==> config.mk <==
export PLATFORM = sky130hd
export DESIGN_NAME = prime_composite_classifier_core_flat
export DESIGN_NICKNAME = d
export VERILOG_FILES = /design/src/rtl/pcc_pkg.sv /design/src/rtl/pcc_if.sv /design/src/rtl/pcc_div.sv /design/src/rtl/prime_composite_classifier_core.sv /design/src/flat_wrapper.sv
export SDC_FILE = /design/constraint.sdc
export NUM_CORES = 1
export LEC_CHECK = 0
export BUFFER_PORTS_ARGS = -buffer_cell sky130_fd_sc_hd__buf_2
export CELL_PAD_IN_SITES_DETAIL_PLACEMENT = 0
export CELL_PAD_IN_SITES_GLOBAL_PLACEMENT = 1
export CORE_ASPECT_RATIO = 0.8
export CORE_MARGIN = 8
export CORE_UTILIZATION = 50
export CTS_BUF_LIST = sky130_fd_sc_hd__clkbuf_4 sky130_fd_sc_hd__clkbuf_8 sky130_fd_sc_hd__clkbuf_16
export CTS_CLUSTER_SIZE = 16
export DETAILED_ROUTE_END_ITERATION = 8
export PLACE_DENSITY_LB_ADDON = 0.1
export SYNTH_ARGS = -nofsm -noshare
export SYNTH_HDL_FRONTEND = slang
export SYNTH_HIERARCHICAL = 1
export SYNTH_SLANG_ARGS = --single-unit
export TNS_END_PERCENT = 10
==> constraint.sdc <==
create_clock -name clk_i -period 5 [get_ports clk_i]
set_input_delay 0.5 -clock clk_i [delete_from_list [all_inputs] [get_ports clk_i]]
set_output_delay 0.5 -clock clk_i [all_outputs]
set_load 0.1 [all_outputs]
==> src/rtl/pcc_pkg.sv <==
// ----------------------------------------------------------------------------
// pcc_pkg
// Widths, sequencer states and constants of the prime/composite classifier.
// ----------------------------------------------------------------------------
package pcc_pkg;

  localparam int unsigned WIDTH = 32;
  localparam int unsigned NUM_W = 32;
  localparam int unsigned CNT_W = $clog2(WIDTH);

  localparam logic [WIDTH-1:0] FIRST_DIVISOR = WIDTH'(5);
  localparam logic [WIDTH-1:0] DIVISOR_STEP  = WIDTH'(6);
  localparam logic [WIDTH-1:0] PAIR_OFFSET   = WIDTH'(2);
  localparam logic [WIDTH-1:0] THREE         = WIDTH'(3);

  typedef logic [WIDTH-1:0] word_t;

  typedef enum logic [2:0] {
    ST_IDLE,
    ST_DIV3,
    ST_BOUND,
    ST_PAIR,
    ST_FINISH
  } state_e;

  // Divider control and results.
  typedef struct packed {
    logic  start;
    word_t dividend;
    word_t divisor;
  } div_req_t;

  typedef struct packed {
    logic  done;
    word_t quot;
    word_t rem;
  } div_rsp_t;

endpackage

==> src/rtl/pcc_if.sv <==
// ----------------------------------------------------------------------------
// pcc_if
// Valid/ready stream interfaces for the classifier input and result channels.
// ----------------------------------------------------------------------------
interface pcc_in_if;
  logic                       valid;
  logic                       ready;
  logic [pcc_pkg::NUM_W-1:0]  number;

  modport source (output valid, output number, input ready);
  modport sink   (input valid, input number, output ready);
endinterface

interface pcc_out_if;
  logic valid;
  logic ready;
  logic is_prime;
  logic is_composite;

  modport source (output valid, output is_prime, output is_composite, input ready);
  modport sink   (input valid, input is_prime, input is_composite, output ready);
endinterface

==> src/rtl/pcc_div.sv <==
// ----------------------------------------------------------------------------
// pcc_div
// Restoring divider, one quotient bit per cycle; done pulses for one cycle.
// ----------------------------------------------------------------------------
module pcc_div (
  input  logic              clk_i,
  input  logic              rst_ni,
  input  pcc_pkg::div_req_t req_i,
  output pcc_pkg::div_rsp_t rsp_o
);
  import pcc_pkg::*;

  logic             busy_q, busy_d;
  logic             done_q, done_d;
  logic [CNT_W-1:0] cnt_q, cnt_d;
  word_t            quo_q, quo_d;
  word_t            rem_q, rem_d;
  word_t            dvs_q, dvs_d;

  logic [WIDTH:0]   partial;
  logic [WIDTH:0]   diff;

  always_comb begin
    partial = {rem_q, quo_q[WIDTH-1]};
    diff    = partial - {1'b0, dvs_q};
  end

  always_comb begin
    busy_d = busy_q;
    done_d = 1'b0;
    cnt_d  = cnt_q;
    quo_d  = quo_q;
    rem_d  = rem_q;
    dvs_d  = dvs_q;
    if (req_i.start) begin
      busy_d = 1'b1;
      cnt_d  = CNT_W'(WIDTH - 1);
      quo_d  = req_i.dividend;
      rem_d  = '0;
      dvs_d  = req_i.divisor;
    end else if (busy_q) begin
      // Subtract when the shifted remainder reaches the divisor.
      if (!diff[WIDTH]) begin
        rem_d = diff[WIDTH-1:0];
        quo_d = {quo_q[WIDTH-2:0], 1'b1};
      end else begin
        rem_d = partial[WIDTH-1:0];
        quo_d = {quo_q[WIDTH-2:0], 1'b0};
      end
      cnt_d = cnt_q - 1'b1;
      if (cnt_q == '0) begin
        busy_d = 1'b0;
        done_d = 1'b1;
      end
    end
  end

  always_ff @(posedge clk_i or negedge rst_ni) begin
    if (!rst_ni) begin
      busy_q <= 1'b0;
      done_q <= 1'b0;
      cnt_q  <= '0;
    end else begin
      busy_q <= busy_d;
      done_q <= done_d;
      cnt_q  <= cnt_d;
    end
  end

  always_ff @(posedge clk_i) begin
    quo_q <= quo_d;
    rem_q <= rem_d;
    dvs_q <= dvs_d;
  end

  assign rsp_o.done = done_q;
  assign rsp_o.quot = quo_q;
  assign rsp_o.rem  = rem_q;

endmodule

==> src/rtl/prime_composite_classifier_core.sv <==
// ----------------------------------------------------------------------------
// prime_composite_classifier_core
// Values up to 3 and even values skip the divider and go straight to ST_FINISH.
// Otherwise trial divisions run one after another on the shared divider: one
// for 3, then two per 6k-1/6k+1 pair, until d > n / d or a divisor is found.
// One transaction at a time; the next is taken once the result is registered.
// Reset is asynchronous and active low; it clears the sequencer state and the output valid flag.
// ----------------------------------------------------------------------------
module prime_composite_classifier_core (
  input  logic      clk_i,
  input  logic      rst_ni,
  pcc_in_if.sink    in_i,
  pcc_out_if.source out_o
);
  import pcc_pkg::*;

  state_e   state_q, state_d;
  word_t    n_q, n_d;
  word_t    d_q, d_d;
  logic     out_valid_q, out_valid_d;
  logic     prime_q, prime_d;
  logic     comp_q, comp_d;
  logic     res_prime_q, res_prime_d;
  logic     res_comp_q, res_comp_d;

  div_req_t div_req;
  div_rsp_t div_rsp;

  logic [63:0] num_ext;
  word_t       num_in;

  assign num_ext = 64'(in_i.number);
  assign num_in  = num_ext[WIDTH-1:0];

  pcc_div u_div (
    .clk_i  (clk_i),
    .rst_ni (rst_ni),
    .req_i  (div_req),
    .rsp_o  (div_rsp)
  );

  always_comb begin
    state_d          = state_q;
    n_d              = n_q;
    d_d              = d_q;
    res_prime_d      = res_prime_q;
    res_comp_d       = res_comp_q;
    out_valid_d      = out_valid_q;
    prime_d          = prime_q;
    comp_d           = comp_q;
    div_req.start    = 1'b0;
    div_req.dividend = n_q;
    div_req.divisor  = d_q;
    in_i.ready       = (state_q == ST_IDLE);

    if (out_valid_q && out_o.ready) begin
      out_valid_d = 1'b0;
    end

    case (state_q)
      ST_IDLE: begin
        if (in_i.valid) begin
          n_d         = num_in;
          res_prime_d = 1'b0;
          res_comp_d  = 1'b0;
          if (num_in <= WIDTH'(1)) begin
            state_d = ST_FINISH;
          end else if (num_in <= THREE) begin
            res_prime_d = 1'b1;
            state_d     = ST_FINISH;
          end else if (!num_in[0]) begin
            res_comp_d = 1'b1;
            state_d    = ST_FINISH;
          end else begin
            div_req.start    = 1'b1;
            div_req.dividend = num_in;
            div_req.divisor  = THREE;
            state_d          = ST_DIV3;
          end
        end
      end
      ST_DIV3: begin
        if (div_rsp.done) begin
          if (div_rsp.rem == '0) begin
            res_comp_d = 1'b1;
            state_d    = ST_FINISH;
          end else begin
            d_d             = FIRST_DIVISOR;
            div_req.start   = 1'b1;
            div_req.divisor = FIRST_DIVISOR;
            state_d         = ST_BOUND;
          end
        end
      end
      ST_BOUND: begin
        // d > n / d ends the search with no divisor found.
        if (div_rsp.done) begin
          if (d_q > div_rsp.quot) begin
            res_prime_d = 1'b1;
            state_d     = ST_FINISH;
          end else if (div_rsp.rem == '0) begin
            res_comp_d = 1'b1;
            state_d    = ST_FINISH;
          end else begin
            div_req.start   = 1'b1;
            div_req.divisor = d_q + PAIR_OFFSET;
            state_d         = ST_PAIR;
          end
        end
      end
      ST_PAIR: begin
        if (div_rsp.done) begin
          if (div_rsp.rem == '0) begin
            res_comp_d = 1'b1;
            state_d    = ST_FINISH;
          end else begin
            d_d             = d_q + DIVISOR_STEP;
            div_req.start   = 1'b1;
            div_req.divisor = d_q + DIVISOR_STEP;
            state_d         = ST_BOUND;
          end
        end
      end
      ST_FINISH: begin
        // Hold until the result register is free.
        if (!out_valid_q || out_o.ready) begin
          out_valid_d = 1'b1;
          prime_d     = res_prime_q;
          comp_d      = res_comp_q;
          state_d     = ST_IDLE;
        end
      end
      default: begin
        state_d = ST_IDLE;
      end
    endcase
  end

  always_ff @(posedge clk_i or negedge rst_ni) begin
    if (!rst_ni) begin
      state_q     <= ST_IDLE;
      out_valid_q <= 1'b0;
    end else begin
      state_q     <= state_d;
      out_valid_q <= out_valid_d;
    end
  end

  always_ff @(posedge clk_i) begin
    n_q         <= n_d;
    d_q         <= d_d;
    res_prime_q <= res_prime_d;
    res_comp_q  <= res_comp_d;
    prime_q     <= prime_d;
    comp_q      <= comp_d;
  end

  assign out_o.valid        = out_valid_q;
  assign out_o.is_prime     = prime_q;
  assign out_o.is_composite = comp_q;

endmodule

==> src/flat_wrapper.sv <==
// flat-port wrapper written by rule: the top's interface ports become plain ports
module prime_composite_classifier_core_flat import pcc_pkg::*;
  (clk_i, rst_ni, in_i_valid, in_i_number, in_i_ready, out_o_valid, out_o_is_prime, out_o_is_composite, out_o_ready);
  pcc_in_if in_i_i ();
  pcc_out_if out_o_i ();
  input  logic clk_i;
  input  logic rst_ni;
  input wire logic [$bits(in_i_i.valid)-1:0] in_i_valid;
  input wire logic [$bits(in_i_i.number)-1:0] in_i_number;
  output wire logic [$bits(in_i_i.ready)-1:0] in_i_ready;
  output wire logic [$bits(out_o_i.valid)-1:0] out_o_valid;
  output wire logic [$bits(out_o_i.is_prime)-1:0] out_o_is_prime;
  output wire logic [$bits(out_o_i.is_composite)-1:0] out_o_is_composite;
  input wire logic [$bits(out_o_i.ready)-1:0] out_o_ready;
  assign in_i_i.valid = in_i_valid;
  assign in_i_i.number = in_i_number;
  assign in_i_ready = in_i_i.ready;
  assign out_o_valid = out_o_i.valid;
  assign out_o_is_prime = out_o_i.is_prime;
  assign out_o_is_composite = out_o_i.is_composite;
  assign out_o_i.ready = out_o_ready;
  prime_composite_classifier_core u_core (.clk_i(clk_i), .rst_ni(rst_ni), .in_i(in_i_i), .out_o(out_o_i));
endmodule
## Word-level counts from Yosys, hierarchy flattened

Cells that the tools add are included.
W data, S select, Z words.

| storage, ports and cells | value |
|---|---|
| output and inout bits | 4 |
| input port bits | 36 |
| word-level logic and storage cells | 107 |
| bits in registers | 175 |

| operators by class | value |
|---|---|
| $lt $le $gt $ge | 3 |
| multiplexer cells | 60 |
| $add $sub $neg | 4 |
| reductions and logical operators | 16 |
| equality and inequality tests | 10 |

Operator list:

| operator | number |
|---|---|
| $mux W32 | 11 |
| $mux W65 | 4 |
| $pmux W32 S4 | 1 |
| $pmux W32 S2 | 1 |
| $sub A33 B32 Y33 | 1 |
| $add A32 B2 Y32 const B | 1 |
| $add A32 B3 Y32 const B | 1 |
| $gt A32 B32 Y1 | 1 |
| $le A32 B1 Y1 const B | 1 |
| $le A32 B2 Y1 const B | 1 |
| $logic_not A32 Y1 | 1 |
| $mux W3 | 10 |
| $mux W1 | 27 |
| $pmux W3 S4 | 1 |
| $mux W5 | 2 |
| $reduce_and A4 Y1 | 2 |
| $eq A3 B2 Y1 const B | 2 |
| $ne A2 B1 Y1 const B | 3 |
| $ne A2 B2 Y1 const B | 3 |
| $pmux W1 S3 | 2 |
| $reduce_bool A2 Y1 | 3 |
| $logic_not A5 Y1 | 1 |
| $reduce_and A5 Y1 | 1 |
| $sub A5 B1 Y5 const B | 1 |
| other kinds (10) | 11 |

## Longest topological paths before layout

| depth | value |
|---|---|
| depth in word-level cells | 6 |
| mapped depth | 15 |
| mapped depth without buffers | 12 |

## Cells and area by module

Netlist, hierarchy kept.

By module, submodules not included:

| module | instances | area each (sq um) | sequential area each (sq um) | cells an instance |
|---|---|---|---|---|
| prime_composite_classifier_core | 1 | 6473.7 | 2142.1 | 776 |
| pcc_div | 1 | 6058.3 | 2737.6 | 611 |

## Worst setup path before layout

OpenSTA, ideal clock, no wires.

| path | value |
|---|---|
| path type | register -> register |
| start point | register u_core.state_q[1] |
| end point | register u_core.u_div.quo_q[0] (enable) |
| setup time | 0.387 ns |
| required time | 4.613 ns |
| period minus slack after synthesis | 6.503 ns |
| path buffers | 4 |
| slack | -1.503 ns |
| stages on the path, launching flop included | 12 |
| arrival time | 6.116 ns |
| path through | dfrtp_1 nor3_1 nand2_1 inv_1 nand2b_1 clkbuf_1 buf_2 nand2_1 clkbuf_1 clkbuf_1 nor2_1 inv_1 |

RTL lines:

| element | RTL line | RTL |
|---|---|---|
| from (decl) | prime_composite_classifier_core.sv:17 | `state_e state_q, state_d;` |
| from (signal assigned) | prime_composite_classifier_core.sv:144 | `state_q <= state_d;` |
| to (signal assigned) | pcc_div.sv:71 | `quo_q <= quo_d;` |
| to (decl) | pcc_div.sv:16 | `word_t quo_q, quo_d;` |

## Final worst setup path

| path | value |
|---|---|
| start point | register u_core.u_div.quo_q[31] |
| end point | register u_core.u_div.rem_q[14] |

| on the way | value |
|---|---|
| word-level cells in the longest chain between the ends | 4 |
| elaborated cells between the ends (all ways) | 6 |
| classes of those cells | add/sub: 1; order compare: 1; mux: 4 |

Ends and longest elaborated chain:

| element | RTL line | RTL |
|---|---|---|
| $gt A32 B32 Y1 | prime_composite_classifier_core.sv:98 | `if (d_q > div_rsp.quot) begin` |
| $mux W1 | prime_composite_classifier_core.sv:98 |  |
| $mux W1 | prime_composite_classifier_core.sv:97 | `if (div_rsp.done) begin` |
| $pmux W1 S3 | prime_composite_classifier_core.sv:60 | `case (state_q)` |
| to (signal assigned) | pcc_div.sv:72 | `rem_q <= rem_d;` |
| to (decl) | pcc_div.sv:17 | `word_t rem_q, rem_d;` |

Parallel ways exist; a longest one is shown, timed or not.
A chain may end at the register's enable or synchronous reset.

==> run summary <==
final critical delay including setup and external delays -> 4.00 ns
class of the tightest hold or removal check -> in2reg
initial cell density of the core -> 50.2%
FFs w/ async S/R, synth -> 6.29%
net count of the finished layout -> 1500
share of power burned in registers -> 33.9%
cell types with the largest area share after synthesis -> sky130_fd_sc_hd__edfxtp_1 (32%), sky130_fd_sc_hd__ha_1 (6.9%), sky130_fd_sc_hd__mux2_2 (5.8%)
slowest stage cell on the critical path -> sky130_fd_sc_hd__or3_4
crit path buf inv count -> 2
cell count after synthesis -> 1387
slack of the critical path -> 1.00 ns
count of buffers inserted at the top-level ports -> 39
number of instances on the worst hold path -> 1
GRT Util Overall -> 26.2%
Final Total Pwr -> 7.19 mW
grt peak-use layer -> met1
tightest hold margin -> 0.259 ns
Avg Synthesized Cell Area -> 9.04 um2
share of total power in combinational logic -> 46.8%
# Max-Cap Violations -> 0
clock power share -> 19.3%
floorplan die area -> 30400 um2
maximum achievable frequency -> 250 MHz
net load switching power -> 3.02 mW
data required time of the worst path -> 5.34 ns
critical path cell sequence -> inv_1 > ha_1 > fa_1 > nand2b_1 > a21oi_1 > o2111ai_1 > and4_4 > or3_4 > a21boi_4 > o31a_1 > buf_4 > o21ai_0 > a311oi_1
DRC errors left -> 0
Clock Sink Count -> 175
Cell Area, Synth -> 12500 um2
cts bufs inserted -> 17
number of global-route vias before repair -> 10500
number of hold-slack violations in the final timing report -> 0
total number of placement rows -> 52
maximum ir drop on the vdd rail -> 0.000242 V
setup repair after global routing missed its margin -> no
post-CTS setup buffer count -> 0
number of primary I/O pins -> 40
Die Span X -> 193 um
number of standard cells in the layout, taps in and fillers out -> 1731
top library cells by usage in the layout, fill and taps aside -> sky130_fd_sc_hd__edfxtp_1 (132), sky130_fd_sc_hd__o21ai_0 (117), sky130_fd_sc_hd__nand2_1 (106)
GR met3 Demand/Resource -> 6.32%
length of the first detailed-routing pass in iterations -> 5
clock tree from TritonCTS -> done
Post-DP HPWL -> 28.2 mm
layout cell share with drive strength beyond 1 -> 14.7%
DR iter-0 viols -> 1357
Seq/Total Area, Yosys -> 38.9%
data arrival time at the worst-slack endpoint -> 4.34 ns
kind of cell with the highest combined delay on the critical path -> compound AO/OA/AOI/OAI gates
status -> finished, final reports clean
endpoint kind of the worst setup timing path -> flip-flop
worst slack at placement -> 1.03 ns
met2 usage -> 35.0%
clock tree root buffer cell -> sky130_fd_sc_hd__clkbuf_16
final std cell area, no fill -> 13700 um2
worst relative slew slack -> 32.8%
initial antenna violation count -> 1
standard cell area after detailed placement -> 13100 um2
FF+latch count, synth -> 175
share of the clock period used by the worst path after layout -> 80.0%
warning count from the yosys run -> 6
cell internal pwr -> 4.17 mW
WS Path Type -> reg2reg
area grow syn2layout -> 9.05%
wire length per cell after detailed routing -> 22.7 um
placer's final routability congestion estimate -> 0.939
Post-Place Cells -> 1698
number of buffers between clock root and the deepest sink -> 2
Clock Skews -> 0.0114 ns
syn_nets -> 1493
final routed wirelength across all metal layers -> 39.3 mm
final setup vio count -> 0
most common cell after layout, fill and taps aside -> sky130_fd_sc_hd__edfxtp_1
global route overflow -> 0
Least-Margin Pin Slew -> 1.00 ns
DR vias -> 11200
die span in y -> 158 um
wire length of the first global-routing pass -> 61.5 mm
met1 usage -> 40.2%
top_reg_cell synth -> sky130_fd_sc_hd__edfxtp_1
final max-slew violation count -> 0
remaining antenna violation count -> 0
Yosys top cell area share -> 31.6%
cell taking the most area after synthesis -> sky130_fd_sc_hd__edfxtp_1
CP Launch Type -> flip-flop
number of enable-type register cells in the synthesized netlist -> 132
leakage power of the design -> 5.44 nW
filler cell count -> 2316
Worst Path Max Fanout -> 24
Max stage delay on crit path -> 0.41 ns
setup slack, reg-to-reg -> 1.00 ns
accumulated negative setup slack -> 0 ns
final core utilization -> 54.7%
switching share of power -> 42.0%
Synth cell types -> 92
via/cell ratio -> 6.48
number of cells traversed by the worst register-to-register path -> 13
Clock transition at path regs -> 0.07 ns
stages on the worst setup path -> 13
largest net degree at the start of global routing -> 69
H-tree depth -> 4
Antenna Cells -> 0
PwrDens -> 526 nW/um2
clock latency reported for the late side of the worst-skew pair -> 0.44 ns
area inside the core boundary -> 25000 um2
==> worst register-to-register path: cells and delay by family (launching register included) <==
kind                     cells  cell delay (ns)
AO/OA/AOI/OAI                6             1.66
adder cells (fa/ha/maj)      2             0.61
buffers and inverters        2             0.44
flip-flops                   1             0.38
AND/OR/NAND/NOR              3             0.80
==> state kept, by name, indices dropped and copies added (netlist names), 3 cells and up <==
name / flops
u_core/state_q: 3
u_core/n_q: 32
u_core/u_div/cnt_q: 5
u_core/u_div/dvs_q: 32
u_core/u_div/rem_q: 32
u_core/u_div/quo_q: 32
u_core/d_q: 32
==> synthesized netlist by cell type (32+ instances only) <==
master and count:
sky130_fd_sc_hd__a21oi_1 91, sky130_fd_sc_hd__clkbuf_1 43, sky130_fd_sc_hd__dfxtp_1 32, sky130_fd_sc_hd__edfxtp_1 132, sky130_fd_sc_hd__ha_1 69, sky130_fd_sc_hd__inv_1 99, sky130_fd_sc_hd__mux2_2 64, sky130_fd_sc_hd__nand2_1 107
sky130_fd_sc_hd__nand3_1 52, sky130_fd_sc_hd__nand4_1 33, sky130_fd_sc_hd__nor2_1 99, sky130_fd_sc_hd__nor3_1 38, sky130_fd_sc_hd__o21ai_0 117
==> metal layers <==
metal  share of wire, %  vias to the layer above
li1                   -                     5247
met1                 48                     5365
met2                 40                      557
met3                 10                       50
met4                2.1                        0
met5                  0                        -
==> logic make-up after synthesis <==
logic type,share of synthesized area [%]
buffers and inverters,6.08
muxes,5.99
xor gates and xnor gates,2.10
AOI/OAI and AO/OA,20.7
DFF,38.9
adders and majority gates,7.05
and+or+nand+nor,19.1
==> final cells by class <==
| cell class | instances | area, um2 | share of cell area (%) |
|---|---|---|---|
| inverters | 100 | 375 | 2.75 |
| multi-input cells | 1029 | 6950 | 50.8 |
| repair buffers | 71 | 450 | 3.30 |
| well taps | 324 | 405 | 2.97 |
| clock buffers | 22 | 522 | 3.82 |
| flip-flops and latches | 175 | 4880 | 35.7 |
| clock inverters | 10 | 83.8 | 0.613 |
==> what timing repair did <==
item                      in CTS  in global routing
gates resized for setup        0                  0
hold buffers                   1                  0
hold endpoints to repair      11                  0
==> worst paths after layout <==
path                                        startpoint                     end
min in group asynchronous                       rst_ni   u_core/u_div/cnt_q[4]
worst min register to register      u_core/res_prime_q   u_core/out_o.is_prime
worst max-delay path            u_core/u_div/quo_q[31]  u_core/u_div/rem_q[14]
max in group asynchronous                       rst_ni     u_core/u_div/busy_q
worst max register to register  u_core/u_div/quo_q[31]  u_core/u_div/rem_q[14]
worst min-delay path                   in_i_number[22]          u_core/n_q[22]
==> power by group through the flow <==
stage          clock network [mW]  logic [mW]  registers, mW
2_1_floorplan                   0        2.47           2.32
3_3_place_gp                    0        3.24           2.45
3_5_place_dp                    0        3.27           2.45
4_1_cts                      1.41        3.30           2.43
5_1_grt                      1.46        3.72           2.48
6_report                     1.39        3.36           2.44
(Power assumes the default switching activity.)
